File: config.mk
export PLATFORM = sky130hd
export DESIGN_NAME = lda_ldx_lax_peephole_fuser
export DESIGN_NICKNAME = d
export VERILOG_FILES = /design/src/design/lfx_pkg.sv /design/src/design/lfx_front.sv /design/src/design/lfx_queue.sv /design/src/design/lfx_back.sv /design/src/design/lda_ldx_lax_peephole_fuser.sv
export SDC_FILE = /design/constraint.sdc
export NUM_CORES = 1
export LEC_CHECK = 0
export ABC_CLOCK_PERIOD_IN_PS = 5000
export BUFFER_PORTS_ARGS = -buffer_cell sky130_fd_sc_hd__buf_2
export CAP_MARGIN = 20
export CELL_PAD_IN_SITES_DETAIL_PLACEMENT = 0
export CELL_PAD_IN_SITES_GLOBAL_PLACEMENT = 1
export CORE_ASPECT_RATIO = 1.5
export CORE_MARGIN = 3
export CORE_UTILIZATION = 48
export DETAILED_ROUTE_END_ITERATION = 10
export PLACE_DENSITY_LB_ADDON = 0.15
export SLEW_MARGIN = 10
export SYNTH_ARGS = -nofsm -noshare
export SYNTH_HDL_FRONTEND = slang
export SYNTH_HIERARCHICAL = 1
export SYNTH_SLANG_ARGS = --single-unit
File: constraint.sdc
create_clock -name i_clk -period 5 [get_ports i_clk]
set_input_delay 0 -clock i_clk [delete_from_list [all_inputs] [get_ports i_clk]]
set_output_delay 0 -clock i_clk [all_outputs]
set_load 0.03 [all_outputs]
File: src/design/lfx_pkg.sv
`timescale 1ns / 1ps
// shared types, opcodes and the opcode length function of the lda/ldx fuser
package lfx_pkg;

    localparam int WIN_BYTES   = 6;
    localparam int FIFO_DEPTH  = 4;
    localparam int COUNT_BITS  = 14;

    localparam logic [COUNT_BITS-1:0] COUNT_MAX = 14'h3FFF;

    localparam logic [7:0] OP_NOP     = 8'hEA;
    localparam logic [7:0] OP_LDA_ABS = 8'hAD;
    localparam logic [7:0] OP_LDX_ABS = 8'hAE;
    localparam logic [7:0] OP_LAX_ABS = 8'hAF;
    localparam logic [7:0] OP_LDA_ZP  = 8'hA5;
    localparam logic [7:0] OP_LDX_ZP  = 8'hA6;
    localparam logic [7:0] OP_LAX_ZP  = 8'hA7;
    localparam logic [7:0] OP_LDA_ABY = 8'hB9;
    localparam logic [7:0] OP_LDX_ABY = 8'hBE;
    localparam logic [7:0] OP_LAX_ABY = 8'hBF;
    localparam logic [7:0] OP_BRK     = 8'h00;
    localparam logic [7:0] OP_JSR     = 8'h20;
    localparam logic [7:0] OP_RTI     = 8'h40;
    localparam logic [7:0] OP_RTS     = 8'h60;

    // one step's worth of rewritten bytes, handed from front to back
    typedef struct packed {
        logic [WIN_BYTES-1:0][7:0] bytes;
        logic [2:0]                cnt;
        logic                      last;
        logic [COUNT_BITS-1:0]     fused;
    } t_group;

    // instruction length in bytes, always 1, 2 or 3
    function automatic logic [1:0] op_length(input logic [7:0] op);
        logic [3:0] lo;
        logic [3:0] hi;
        logic [1:0] len;
        lo = op[3:0];
        hi = op[7:4];
        if (lo == 4'h8 || lo == 4'hA || op == OP_BRK || op == OP_RTI || op == OP_RTS) begin
            len = 2'd1;
        end else if (op == OP_JSR) begin
            len = 2'd3;
        end else if (hi[0]) begin
            len = (lo == 4'h9 || lo >= 4'hB) ? 2'd3 : 2'd2;
        end else if (lo >= 4'hC) begin
            len = 2'd3;
        end else if (lo == 4'hB && (hi == 4'h8 || hi == 4'hA || hi == 4'hC)) begin
            len = 2'd3;
        end else begin
            len = 2'd2;
        end
        return len;
    endfunction

endpackage

File: src/design/lfx_front.sv
`timescale 1ns / 1ps
// front end: six-byte window, instruction walk and pair fusion
module lfx_front (
    input  logic            i_clk,
    input  logic            i_rst_n,
    input  logic            i_take,
    input  logic [7:0]      i_code_byte,
    input  logic            i_last_byte,
    output logic            o_grp_push,
    output lfx_pkg::t_group o_grp
);
    import lfx_pkg::*;

    logic [7:0]            r_win [WIN_BYTES];
    logic [7:0]            n_win [WIN_BYTES];
    logic [2:0]            r_fill;
    logic [2:0]            n_fill;
    logic [COUNT_BITS-1:0] r_fused;
    logic [COUNT_BITS-1:0] n_fused;

    logic [7:0]            w  [WIN_BYTES];
    logic [7:0]            wr [WIN_BYTES];
    logic [2:0]            fill;
    logic                  full_win;
    logic [1:0]            len0;
    logic                  abs_fuse;
    logic                  zp_fuse;
    logic [2:0]            k;
    logic [COUNT_BITS-1:0] fused_now;
    logic [2:0]            out_cnt;

    always_comb begin
        int j;
        for (int i = 0; i < WIN_BYTES; i++) begin
            w[i] = (r_fill == 3'(i)) ? i_code_byte : r_win[i];
        end
        fill     = r_fill + 3'd1;
        full_win = (fill == 3'(WIN_BYTES));
        len0     = op_length(w[0]);

        // abs and abs,y opcodes are three bytes long, so the partner sits at offset 3
        abs_fuse = (((w[0] == OP_LDA_ABS) && (w[3] == OP_LDX_ABS)) ||
                    ((w[0] == OP_LDX_ABS) && (w[3] == OP_LDA_ABS)) ||
                    ((w[0] == OP_LDA_ABY) && (w[3] == OP_LDX_ABY)) ||
                    ((w[0] == OP_LDX_ABY) && (w[3] == OP_LDA_ABY))) &&
                   (w[1] == w[4]) && (w[2] == w[5]);
        zp_fuse  = (((w[0] == OP_LDA_ZP) && (w[2] == OP_LDX_ZP)) ||
                    ((w[0] == OP_LDX_ZP) && (w[2] == OP_LDA_ZP))) &&
                   (w[1] == w[3]);

        for (int i = 0; i < WIN_BYTES; i++) begin
            wr[i] = w[i];
        end
        fused_now = r_fused;
        k         = 3'd0;
        if (full_win) begin
            if (abs_fuse) begin
                wr[0] = ((w[0] == OP_LDA_ABS) || (w[0] == OP_LDX_ABS)) ?
                        OP_LAX_ABS : OP_LAX_ABY;
                wr[3] = OP_NOP;
                wr[4] = OP_NOP;
                wr[5] = OP_NOP;
                k     = 3'd6;
            end else if (zp_fuse) begin
                wr[0] = OP_LAX_ZP;
                wr[2] = OP_NOP;
                wr[3] = OP_NOP;
                k     = 3'd4;
            end else begin
                k = {1'b0, len0};
            end
            if ((abs_fuse || zp_fuse) && (r_fused != COUNT_MAX)) begin
                fused_now = r_fused + COUNT_BITS'(1);
            end
        end

        out_cnt = i_last_byte ? fill : k;

        for (int i = 0; i < WIN_BYTES; i++) begin
            j = i + int'(k);
            n_win[i] = (j < WIN_BYTES) ? wr[3'(j)] : 8'h00;
        end
        n_fill  = fill - k;
        n_fused = fused_now;
        if (i_last_byte) begin
            n_fill  = 3'd0;
            n_fused = '0;
        end
    end

    always_comb begin
        for (int i = 0; i < WIN_BYTES; i++) begin
            o_grp.bytes[i] = wr[i];
        end
        o_grp.cnt   = out_cnt;
        o_grp.last  = i_last_byte;
        o_grp.fused = fused_now;
        o_grp_push  = i_take && (out_cnt != 3'd0);
    end

    always_ff @(posedge i_clk) begin
        if (!i_rst_n) begin
            r_fill  <= 3'd0;
            r_fused <= '0;
            for (int i = 0; i < WIN_BYTES; i++) begin
                r_win[i] <= 8'h00;
            end
        end else if (i_take) begin
            r_fill  <= n_fill;
            r_fused <= n_fused;
            for (int i = 0; i < WIN_BYTES; i++) begin
                r_win[i] <= n_win[i];
            end
        end
    end

endmodule

File: src/design/lfx_queue.sv
`timescale 1ns / 1ps
// short queue of rewritten groups between front and back
module lfx_queue #(
    parameter int DEPTH = lfx_pkg::FIFO_DEPTH
) (
    input  logic            i_clk,
    input  logic            i_rst_n,
    input  logic            i_push,
    input  lfx_pkg::t_group i_grp,
    output logic            o_full,
    output logic            o_valid,
    input  logic            i_pop,
    output lfx_pkg::t_group o_grp
);
    import lfx_pkg::*;

    localparam int PW = (DEPTH > 1) ? $clog2(DEPTH) : 1;
    localparam int CW = $clog2(DEPTH + 1);

    t_group        r_mem [DEPTH];
    logic [PW-1:0] r_wr;
    logic [PW-1:0] r_rd;
    logic [CW-1:0] r_count;
    logic          do_pop;

    assign o_full  = (r_count == CW'(DEPTH));
    assign o_valid = (r_count != '0);
    assign o_grp   = r_mem[r_rd];
    assign do_pop  = i_pop && o_valid;

    always_ff @(posedge i_clk) begin
        if (i_push) begin
            r_mem[r_wr] <= i_grp;
        end
    end

    always_ff @(posedge i_clk) begin
        if (!i_rst_n) begin
            r_wr    <= '0;
            r_rd    <= '0;
            r_count <= '0;
        end else begin
            if (i_push) begin
                r_wr <= (r_wr == PW'(DEPTH - 1)) ? '0 : r_wr + PW'(1);
            end
            if (do_pop) begin
                r_rd <= (r_rd == PW'(DEPTH - 1)) ? '0 : r_rd + PW'(1);
            end
            if (i_push && !do_pop) begin
                r_count <= r_count + CW'(1);
            end else if (!i_push && do_pop) begin
                r_count <= r_count - CW'(1);
            end
        end
    end

endmodule

File: src/design/lfx_back.sv
`timescale 1ns / 1ps
// back end: serializes one group at a time onto the result word port
module lfx_back (
    input  logic                               i_clk,
    input  logic                               i_rst_n,
    input  logic                               i_q_valid,
    input  lfx_pkg::t_group                    i_q_grp,
    output logic                               o_q_pop,
    output logic                               o_empty,
    input  logic                               i_pop,
    output logic [7:0]                         o_out_byte,
    output logic                               o_out_last,
    output logic [lfx_pkg::COUNT_BITS-1:0]     o_fused_total
);
    import lfx_pkg::*;

    t_group     r_grp;
    logic [2:0] r_idx;
    logic       r_valid;
    logic       at_end;
    logic       done;
    logic       load;

    assign at_end  = (r_idx == (r_grp.cnt - 3'd1));
    assign done    = r_valid && i_pop && at_end;
    // refill in the same cycle the last word of a group leaves
    assign load    = i_q_valid && (!r_valid || done);
    assign o_q_pop = load;

    assign o_empty       = !r_valid;
    assign o_out_byte    = r_grp.bytes[r_idx];
    assign o_out_last    = r_grp.last && at_end;
    assign o_fused_total = r_grp.fused;

    always_ff @(posedge i_clk) begin
        if (load) begin
            r_grp <= i_q_grp;
        end
    end

    always_ff @(posedge i_clk) begin
        if (!i_rst_n) begin
            r_valid <= 1'b0;
            r_idx   <= 3'd0;
        end else if (load) begin
            r_valid <= 1'b1;
            r_idx   <= 3'd0;
        end else if (done) begin
            r_valid <= 1'b0;
            r_idx   <= 3'd0;
        end else if (r_valid && i_pop) begin
            r_idx <= r_idx + 3'd1;
        end
    end

endmodule

File: src/design/lda_ldx_lax_peephole_fuser.sv
`timescale 1ns / 1ps
// lda/ldx to lax peephole fuser for a 6502 code byte stream
//
// Input channel: push/full. One code byte per word, last_byte marks the end
// of a region. Output channel: empty/pop. One rewritten byte per word, with
// out_last on the final byte of the region and the running fusion count.
// The front holds a six-byte window and, per accepted word, produces a group
// of zero to six rewritten bytes. Groups wait in a FIFO_DEPTH-entry queue;
// the back shifts each group out one word per cycle while pop is held high.
// Into an idle block, a group's first word shows once the group has been
// written into the queue and then loaded into the back's output register.
// One word per cycle on each side while full is low and pop is held high.
// The window can release up to six bytes at once (a fusion or the end of a
// region), so full may rise while short groups queue behind a long one even
// with pop held high; a stalled receiver fills the queue and holds full up.
// Reset empties the window, queue and output stage and clears the count;
// full and empty read low and high in the first cycle after reset.
// When the receiver holds pop low, the shown word stays put and the queue
// keeps absorbing groups until it is full.
module lda_ldx_lax_peephole_fuser #(
    parameter int FIFO_DEPTH = lfx_pkg::FIFO_DEPTH
) (
    input  logic                           i_clk,
    input  logic                           i_rst_n,
    input  logic                           i_push,
    output logic                           o_full,
    input  logic [7:0]                     i_code_byte,
    input  logic                           i_last_byte,
    output logic                           o_empty,
    input  logic                           i_pop,
    output logic [7:0]                     o_out_byte,
    output logic                           o_out_last,
    output logic [lfx_pkg::COUNT_BITS-1:0] o_fused_total
);
    import lfx_pkg::*;

    logic   take;
    logic   grp_push;
    t_group grp_in;
    t_group grp_out;
    logic   q_valid;
    logic   q_pop;

    assign take = i_push && !o_full;

    lfx_front u_front (
        .i_clk       (i_clk),
        .i_rst_n     (i_rst_n),
        .i_take      (take),
        .i_code_byte (i_code_byte),
        .i_last_byte (i_last_byte),
        .o_grp_push  (grp_push),
        .o_grp       (grp_in)
    );

    lfx_queue #(
        .DEPTH (FIFO_DEPTH)
    ) u_queue (
        .i_clk   (i_clk),
        .i_rst_n (i_rst_n),
        .i_push  (grp_push),
        .i_grp   (grp_in),
        .o_full  (o_full),
        .o_valid (q_valid),
        .i_pop   (q_pop),
        .o_grp   (grp_out)
    );

    lfx_back u_back (
        .i_clk         (i_clk),
        .i_rst_n       (i_rst_n),
        .i_q_valid     (q_valid),
        .i_q_grp       (grp_out),
        .o_q_pop       (q_pop),
        .o_empty       (o_empty),
        .i_pop         (i_pop),
        .o_out_byte    (o_out_byte),
        .o_out_last    (o_out_last),
        .o_fused_total (o_fused_total)
    );

endmodule

==> metrics, run 1 <==
status complete, no violations; Post-Synth XOR/XNOR Area 0.0258; WP data required 5.45 ns; final-report hold violation count 0; number of setup violations in the final report 0; flop2flop setup slack 0.25 ns; Synth Area in Compound Gates 0.0978; CTS tree done; Yosys reg bits around 400; CP Launch Point u_front/r_fill[1]; IO Port Bufs 37; hold crit path type in -> reg; metal3 WL 3040 microns; DR iter-0 viols 1037; I/O pins 38; final instance area 0.0224 sq mm; final worst slack about 0.25 ns; critical path class reg -> reg; startpoint types flop; Post-CTS Setup Bufs 0; Hold EP u_front/r_fused[2]; Post-synth EDFFs 378; post-synth top area share 0.561; H-tree Lvls 2; RSZ-0062 raised after global routing no; Distinct cells, synth 87; P per Cell Area around 440 mW/mm^2; Final nets about 1600; first-pass GRT wire length 89600 microns; floorplan core area approximately 0.041 sq mm; Clock Latency Late Sink between 0.5 and 0.6 ns; die height 257 microns; Die Wd 174 microns; Mapped Cells 1496; met2 routed WL 29700 microns; Mean Syn Cell Area 13.5 sq um; Final ANT Viol Nets 0; diode count 0; max-cap viol count 0; worst reg-to-reg path cell count 18; Root Driver clkbuf_16; synth cell count leaders edfxtp_1 (378), nand2_1 (93), mux2i_1 (78); filler cell count between 3000 and 4000; Area growth syn-to-layout 10.7%; worst reg2reg startpoint u_front/r_fill[1]; Starting Density 0.490; mux share of post-synthesis cell area 0.125; Clock Pin Slew Worst Setup and Hold Paths 0.06 ns; Placed Instances just over 2000; P_leak 7.89 nW; Top Layer Used met4; CTS Buf Count 40; hpwl dp 42700 microns; endpoint class of the critical path flop; met1 WL 22900 microns; Die Area 0.0447 sq mm; fin crit period 4.75 ns; DR vias/cell approximately 6.3; Peak VDD IR 0.303 mV; Crit path arrival time 5.21 ns; First-pass DRT Iterations 5; Non-Filler Instances approximately 2100; Total Neg Setup Slack 0 ns; count leader, synth edfxtp_1; post-synthesis sequential area ratio 0.591; crit share post-route 0.951; Longest Clk Path Bufs 3; largest area contributor in the netlist edfxtp_1; largest net degree at the start of global routing 67; share of cells above drive strength 1 0.180; Hold Path Cell Cnt 5; Min Hold Slack ~0.17 ns; total track usage 0.269; vias in the first global route about 14000; largest cells by area after synthesis edfxtp_1 (56%), mux4_2 (8.2%), mux2i_1 (3.9%); worst slew pin tran 1.09 ns; Setup Skew approximately 0.019 ns; r2r endpoint u_queue/r_count[2]; Sink Count 408; # DRC 0; DR vias approximately 13000; Hold Path Origin i_push; Max-Slew Margin vs Limit 0.267; adder-cell area share of the yosys netlist 0.0156; WL/cell 28.2 microns; final wirelength 60100 microns; main combinational cell family by area after synthesis multiplexers; Slew Limit Fails 0; initial antenna violation count 0; Placed Area 0.0211 sq mm; Yosys warnings 6; synthesized area 0.0202 sq mm; total grt overflow 0; Synth Area in Simple Gates 0.103; global placement routability congestion 0.997; Place WS 0.154 ns; worst-path maximum fanout 18; Rows 91; Synth async-reset ratio 0; top_reg_cell synth edfxtp_1; maximum clock rate 210 MHz; Net Count, Synth 1533
[layer usage]
metal	global-route usage	up-vias
met2	0.457	544
li1	-	5910
met5	0	-
met4	0.168	0
met3	0.0351	201
met1	0.324	6733
[how the worst max path moves through the flow]
stage / to / cells past startpoint
after floorplan: u_queue/r_mem[3][0] / 15
after global placement: u_queue/r_count[2] / 16
after detailed placement: u_queue/r_count[2] / 16
after CTS: u_queue/r_count[2] / 16
after global routing: u_queue/r_count[2] / 18
final: u_queue/r_count[2] / 18
[layout make-up]
class	count	area, sq um	share of cell area
Sequential cell	408	12000	0.534
Multi-Input combinational cell	914	7460	0.333
Clock buffer	43	1010	0.0452
Timing Repair Buffer	116	801	0.0358
Tap cell	558	698	0.0312
Inverter	66	248	0.0111
Clock inverter	30	215	0.00961
[per-stage QoR]
stage,total power [mW],utilization
after CTS,9.90,0.542
after global placement,7.01,0.511
final,9.80,0.542
after floorplan,6.27,-
after global routing,10.2,0.542
after detailed placement,7.04,0.511
[logic make-up after synthesis]
logic type	Yosys count
AND/OR/NAND/NOR	387
XOR/XNOR	57
multiplexers	160
adder cells (fa/ha/maj)	24
buffers and inverters	174
AO/OA/AOI/OAI	286
flip-flops	408
[worst max-delay path, stage by stage, from the launching register on]
cell      delay, ns
dfxtp_1        0.36
inv_1          0.09
ha_1           0.20
buf_4          0.21
nand2_1        0.41
a41oi_1        0.16
nor4_1         0.49
nand4b_1       0.20
nor3_1         0.26
and3_1         0.24
o21ai_1        0.09
o21ai_0        0.23
o31a_1         0.39
ha_1           0.26
inv_1          0.07
fa_1           0.37
xor2_1         0.17
or3_1          0.31
a21boi_0       0.16
[cell usage in the layout, fill, tap and decap left out, types with 27 or more instances in the layout]
master	netlist	final
inv_1	63	62
nand2_1	93	93
xnor2_1	30	30
buf_4	24	74
clkbuf_16	0	40
nand2b_1	38	37
dfxtp_1	30	28
o22ai_1	27	27
buf_2	33	37
mux4_2	74	74
mux2i_1	78	78
nand3_1	53	53
nor2_1	64	64
edfxtp_1	378	378
a21oi_1	45	45
o21ai_0	45	44
[registers in the layout (all words and copies together), names as in the netlist, 3 cells and up, named ones only]
name                  count
u_front/r_fused          14
u_queue/r_count           3
u_front/r_fill            3
u_back/r_grp             52
u_back/o_fused_total     14
u_queue/r_mem           264
u_back/r_idx              3
u_front/r_win            48
[power by group]
| part | total (mW) | switching (mW) | leakage [nW] | internal [mW] |
|---|---|---|---|---|
| logic | 2.22 | 1.40 | 3.44 | 0.816 |
| clock network | 2.83 | 1.29 | 0.601 | 1.54 |
| registers | 4.75 | 0.331 | 3.84 | 4.42 |
| total | 9.80 | 3.02 | 7.89 | 6.78 |
[what timing repair did]
item / 4_1_cts / 5_1_grt
hold endpoints to repair: 17 / 0
hold buffers: 4 / 0
gates resized for setup: 0 / 3
endpoints found under the setup margin: 0 / 18
Note: power is estimated with default switching activity, not from simulation.
==> inputs of run 2 (changes only) <==
--- a/config.mk
+++ b/config.mk
@@ -5,7 +5,7 @@
 export SDC_FILE = /design/constraint.sdc
 export NUM_CORES = 1
 export LEC_CHECK = 0
-export ABC_CLOCK_PERIOD_IN_PS = 5000
+export ABC_CLOCK_PERIOD_IN_PS = 4950
 export BUFFER_PORTS_ARGS = -buffer_cell sky130_fd_sc_hd__buf_2
 export CAP_MARGIN = 20
 export CELL_PAD_IN_SITES_DETAIL_PLACEMENT = 0
==> constraint.sdc (replaced) <==
create_clock -name i_clk -period 4.95 [get_ports i_clk]
set_input_delay 0 -clock i_clk [delete_from_list [all_inputs] [get_ports i_clk]]
set_output_delay 0 -clock i_clk [all_outputs]
set_load 0.03 [all_outputs]
==> run 2 against run 1 <==
Routed wire length increased by 2.0%. Sequential share of layout area decreased by 0.23 points. First-iteration DRC count increased by 21%. Global-route usage increased by 0.62 points. Combinational power about the same. Die area unchanged. Setup slack got worse by 0.011 ns. Via count increased by 0.61%. Cell count increased by 0.28%. Critical path type unchanged.
==> metrics, run 2 (synthesis gave the netlist of run 1 again) <==
hpwl dp 44400 microns (+4.0%); endpoint class of the critical path flop; number of setup violations in the final report 0 (unchanged); IO Port Bufs 37 (unchanged); critical path class reg -> reg; Peak VDD IR 0.291 mV (-3.7%); diode count 0 (unchanged); initial antenna violation count 0 (unchanged); total power 9.88 mW (+0.79%); P per Cell Area 439 mW/mm^2 (+0.37%); largest net degree at the start of global routing 67 (unchanged); DR iter-0 viols 1253 (+21%); startpoint types flop; global placement routability congestion 1.04 (+4.7%); Sink Count 408 (unchanged); worst slew pin tran 1.06 ns (-0.0281 ns); worst reg-to-reg path cell count 12 (-6); most common cell after layout, fill and taps aside edfxtp_1; Die Area 0.0447 sq mm (unchanged); filler cell count 3468 (+1.1%); WL/cell 28.7 microns (+1.7%); total track usage 0.275 (+0.00621); Rows 91 (unchanged); hold crit path type in -> reg; P_leak 7.93 nW (+0.53%); Clock Latency Late Sink 0.57 ns (+0.03 ns); final wirelength 61300 microns (+2.0%); Longest Clk Path Bufs 3 (unchanged); total grt overflow 0 (unchanged); final-report hold violation count 0 (unchanged); I/O pins 38 (unchanged); Clock Pin Slew Worst Setup and Hold Paths 0.06 ns (about the same); r2r endpoint u_queue/r_mem[1][7]; DR vias/cell 6.29 (+0.33%); fin crit period 4.72 ns (-0.0389 ns); CTS Buf Count 39 (-2.5%); crit share post-route 0.953 (+0.00175); Area growth syn-to-layout 11.1%; Placed Area 0.0212 sq mm (+0.60%); Max-Slew Margin vs Limit 0.290 (+0.0236); flop2flop setup slack 0.23 ns (about the same); First-pass DRT Iterations 6 (+1); # DRC 0 (unchanged); Hold EP u_front/r_fused[4]; share of cells above drive strength 1 0.181 (+0.00121); worst-path maximum fanout 25 (+7); most frequent cells in the layout edfxtp_1 (378), nand2_1 (93), mux2i_1 (78), buf_4 (75), mux4_2 (74); DR vias 13470 (+0.61%); vias in the first global route 13553 (-0.86%); Final nets 1589 (+0.38%); Slew Limit Fails 0 (unchanged); maximum clock rate 212 MHz (+0.82%); Starting Density 0.490 (unchanged); die height 257 microns (unchanged); floorplan core area 0.0413 sq mm (unchanged); Crit path arrival time 5.00 ns (-0.21 ns); Hold Path Origin i_push; Biggest register u_queue/r_mem; Final ANT Viol Nets 0 (unchanged); status complete, no violations; worst reg2reg startpoint u_front/r_fill[1]; Total Neg Setup Slack 0 ns (unchanged); CTS tree done; Root Driver clkbuf_16; max-cap viol count 0 (unchanged); Largest register FFs 264 (unchanged); top flop regs u_queue/r_mem (264), u_back/r_grp (52), u_front/r_win (48); Die Wd 174 microns (unchanged); WP data required 5.23 ns (-0.22 ns); final instance area 0.0225 sq mm (+0.42%); H-tree Lvls 2 (unchanged); Setup Skew 0.0439 ns (+0.0254 ns); Hold Path Cell Cnt 5 (unchanged); first-pass GRT wire length 91100 microns (+1.7%); RSZ-0062 raised after global routing no
run 2: final cells by class:
type / count / area, sq um / area share
Timing Repair Buffer: 123 / 928 / 0.0413
Inverter: 66 / 248 / 0.0110
Clock buffer: 50 / 1040 / 0.0461
Sequential cell: 408 / 12000 / 0.532
Multi-Input combinational cell: 914 / 7450 / 0.331
Tap cell: 558 / 698 / 0.0310
Clock inverter: 22 / 166 / 0.00740
run 2: power by group:
| part | total [mW] | internal [mW] | switching, mW |
|---|---|---|---|
| registers | 4.84 | 4.46 | 0.373 |
| clock network | 2.81 | 1.51 | 1.30 |
| logic | 2.24 | 0.833 | 1.40 |
| total | 9.88 | 6.81 | 3.07 |
run 2: layer usage:
| layer | vias up | part of all wire | track usage |
|---|---|---|---|
| li1 | 5912 | - | - |
| met1 | 6723 | 0.37 | 0.337 |
| met2 | 612 | 0.48 | 0.458 |
| met3 | 223 | 0.062 | 0.0371 |
| met4 | 0 | 0.083 | 0.180 |
| met5 | - | 0 | 0 |
run 2: repair_timing:
action | in CTS | in global routing
setup endpoints to repair | 0 | 1
endpoints found under the hold margin | 17 | 0
hold buffers | 4 | 0
gates resized for setup | 0 | 1
setup buffers | 0 | 0
run 2: critical path: stages, from the launching register on:
cell      delay [ns]
dfxtp_1         0.38
inv_1           0.10
ha_1            0.28
buf_4           0.22
a221o_1         0.38
a311oi_1        0.50
nand4_1         0.14
or4_1           0.58
buf_4           0.22
o21ai_4         0.37
nand3_2         0.50
nor3_1          0.37
xor2_1          0.42
run 2: worst max-delay path by stage:
stage	startpoint	endpoint	slack (ns)	cells past startpoint
CTS	u_front/r_fill[1]	u_queue/r_mem[1][7]	0.29	12
finish	u_front/r_fill[1]	u_queue/r_mem[1][7]	0.23	12
floorplan	u_front/r_fill[0]	u_queue/r_mem[3][0]	0.53	15
detailed placement	u_front/r_fill[0]	u_queue/r_mem[3][7]	0.36	13
global placement	u_front/r_fill[0]	u_queue/r_count[2]	0.35	17
global route	u_front/r_fill[0]	u_queue/r_mem[1][7]	0.04	13
run 2: through the flow:
stage	util	hold WS [ns]	setup slack (ns)	std cells
after floorplan	-	0.100	0.530	1496
after global placement	0.514	0.295	0.351	2065
after detailed placement	0.514	0.296	0.355	2065
after CTS	0.544	0.207	0.295	2141
after global routing	0.544	0.267	0.0366	2141
final	0.544	0.213	0.234	2141
==> inputs of run 3 (changes only) <==
--- a/config.mk
+++ b/config.mk
@@ -8,8 +8,6 @@
 export ABC_CLOCK_PERIOD_IN_PS = 4950
 export BUFFER_PORTS_ARGS = -buffer_cell sky130_fd_sc_hd__buf_2
 export CAP_MARGIN = 20
-export CELL_PAD_IN_SITES_DETAIL_PLACEMENT = 0
-export CELL_PAD_IN_SITES_GLOBAL_PLACEMENT = 1
 export CORE_ASPECT_RATIO = 1.5
 export CORE_MARGIN = 3
 export CORE_UTILIZATION = 48
==> run 3 against run 2 <==
Critical path depth is 6 higher. Setup slack better by 0.11 ns. Power grew 3.4%.
==> metrics, run 3 (synthesis gave the netlist of run 1 again) <==
startpoint types flop; sequence of cells on the critical path inv_1, ha_1, buf_4, nand2_1, o221ai_1, a32oi_1, nor4bb_1, buf_4, o21ai_1, o21ai_4, mux2i_1, o31a_1, ha_1, inv_1, fa_1, xor2_1, or3_1, a21boi_0; Largest stage delay, worst path 0.44 ns (-0.14 ns); CTS tree done; Max-Slew Margin vs Limit 0.275 (-0.0150); DR iter-0 viols 1116 (-11%); Rows 91 (unchanged); Place WS 0.347 ns (-0.00862 ns); Setup Skew 0.0206 ns (-0.0234 ns); Area growth syn-to-layout 12.0%; maximum clock rate 217 MHz (+2.5%); most common cell after layout, fill and taps aside edfxtp_1; Final nets 1597 (+0.50%); global placement routability congestion 1.02 (-1.8%); top flop regs u_queue/r_mem (264), u_back/r_grp (52), u_front/r_win (48); P per Cell Area 451 mW/mm^2 (+2.6%); final-report hold violation count 0 (unchanged); Root Driver clkbuf_16; IO Port Bufs 37 (unchanged); number of setup violations in the final report 0 (unchanged); delay-heaviest family, CP compound AO/OA/AOI/OAI gates; final wirelength 61400 microns (+0.13%); WL/cell 28.6 microns (-0.20%); CTS Buf Count 39 (unchanged); Final ANT Viol Nets 0 (unchanged); Comb pwr share 0.223 (-0.003); largest net degree at the start of global routing 67 (unchanged); share of cells above drive strength 1 0.187 (+0.00549); status complete, no violations; Non-Filler Instances 2148 (+0.33%); first-pass GRT wire length 90800 microns (-0.26%); Util after Layout 0.548 (+0.00412); die height 257 microns (unchanged); I/O pins 38 (unchanged); DR vias 13425 (-0.33%); Min Hold Slack 0.131 ns (-0.0822 ns); Total Neg Setup Slack 0 ns (unchanged); Crit path arrival time 5.06 ns (+0.06 ns); Sw Share 0.304 (-0.00679); P_int 7.11 mW (+4.4%); switching power 3.11 mW (+1.1%); WP data required 5.41 ns (+0.18 ns); Clock power frac 0.304 (+0.020); Reg power frac 0.472 (-0.018); Slew Limit Fails 0 (unchanged); Post-CTS Setup Bufs 0 (unchanged); Sink Count 408 (unchanged); vias in the first global route 13650 (+0.72%); Die Area 0.0447 sq mm (unchanged); Placed Instances 2073 (+0.39%); worst-path maximum fanout 18 (-28%); Longest Clk Path Bufs 3 (unchanged); final worst slack 0.347 ns (+0.113 ns); diode count 0 (unchanged); Starting Density 0.490 (unchanged); total grt overflow 0 (unchanged); worst slew pin tran 1.09 ns (+0.0225 ns); Buffers & Inverters on Critical Path 4 (+1); RSZ-0062 raised after global routing no; H-tree Lvls 2 (unchanged); hold crit path type in -> reg; fin crit period 4.60 ns (-0.113 ns); Placed Area 0.0213 sq mm (+0.18%); First-pass DRT Iterations 6 (unchanged); final instance area 0.0227 sq mm (+0.76%); Clock Pin Slew Worst Setup and Hold Paths 0.07 ns (about the same); Biggest register u_queue/r_mem; Die Wd 174 microns (unchanged); Peak VDD IR 0.269 mV (-7.7%); Largest register FFs 264 (unchanged); critical path class reg -> reg; P_leak 8.02 nW (+1.2%); endpoint class of the critical path flop; crit share post-route 0.930 (-0.0228); # DRC 0 (unchanged); initial antenna violation count 0 (unchanged); total track usage 0.274 (-0.000610); most frequent cells in the layout edfxtp_1 (378), nand2_1 (93), buf_4 (85), mux2i_1 (77), mux4_2 (74); DR vias/cell 6.25 (-0.66%); hpwl dp 43800 microns (-1.3%); max-cap viol count 0 (unchanged); slowest stage cell, crit path nand2_1; total power 10.2 mW (+3.4%); Clock Latency Late Sink 0.56 ns (about the same); floorplan core area 0.0413 sq mm (unchanged)
[run 3: path summary, 6_finish.rpt]
path | startpoint | endpoint | slack [ns] | cells after the start
min | i_push | u_front/r_fused[4] | 0.13 | 5
max reg2reg | u_front/r_fill[1] | u_queue/r_count[2] | 0.35 | 18
min reg2reg | u_front/r_fused[11] | u_front/r_fused[11] | 0.51 | 1
max | u_front/r_fill[1] | u_queue/r_count[2] | 0.35 | 18
[run 3: per-layer routing]
| metal | part of all wire | up-vias | GRT usage |
|---|---|---|---|
| met3 | 0.054 | 207 | 0.0387 |
| met1 | 0.37 | 6713 | 0.327 |
| met4 | 0.099 | 0 | 0.213 |
| li1 | - | 5925 | - |
| met5 | 0 | - | 0 |
| met2 | 0.47 | 580 | 0.449 |
[run 3: area by class of cell]
class	instances	area [sq um]
Fill cell	3432	18700
Sequential cell	408	12000
Multi-Input combinational cell	914	7460
Clock buffer	48	1020
Timing Repair Buffer	131	963
Tap cell	558	698
Clock inverter	23	312
Inverter	66	248
[run 3: worst min-delay path: stages]
cell     delay [ns]
buf_2          0.08
nor2b_4        0.22
nor2b_1        0.17
nand2_1        0.10
nand3_1        0.05
[run 3: power groups by stage]
| stage | registers [mW] | logic [mW] | clock network [mW] |
|---|---|---|---|
| 2_1_floorplan | 4.68 | 1.66 | 0 |
| 3_3_place_gp | 4.88 | 2.26 | 0 |
| 3_5_place_dp | 4.89 | 2.28 | 0 |
| 4_1_cts | 4.82 | 2.29 | 3.19 |
| 5_1_grt | 4.85 | 2.45 | 3.32 |
| 6_report | 4.82 | 2.28 | 3.11 |
[run 3: timing repair]
item / CTS / global route
setup endpoints to repair: 0 / 1
endpoints found under the hold margin: 17 / 0
gates resized for setup: 0 / 2
hold buffers: 4 / 0
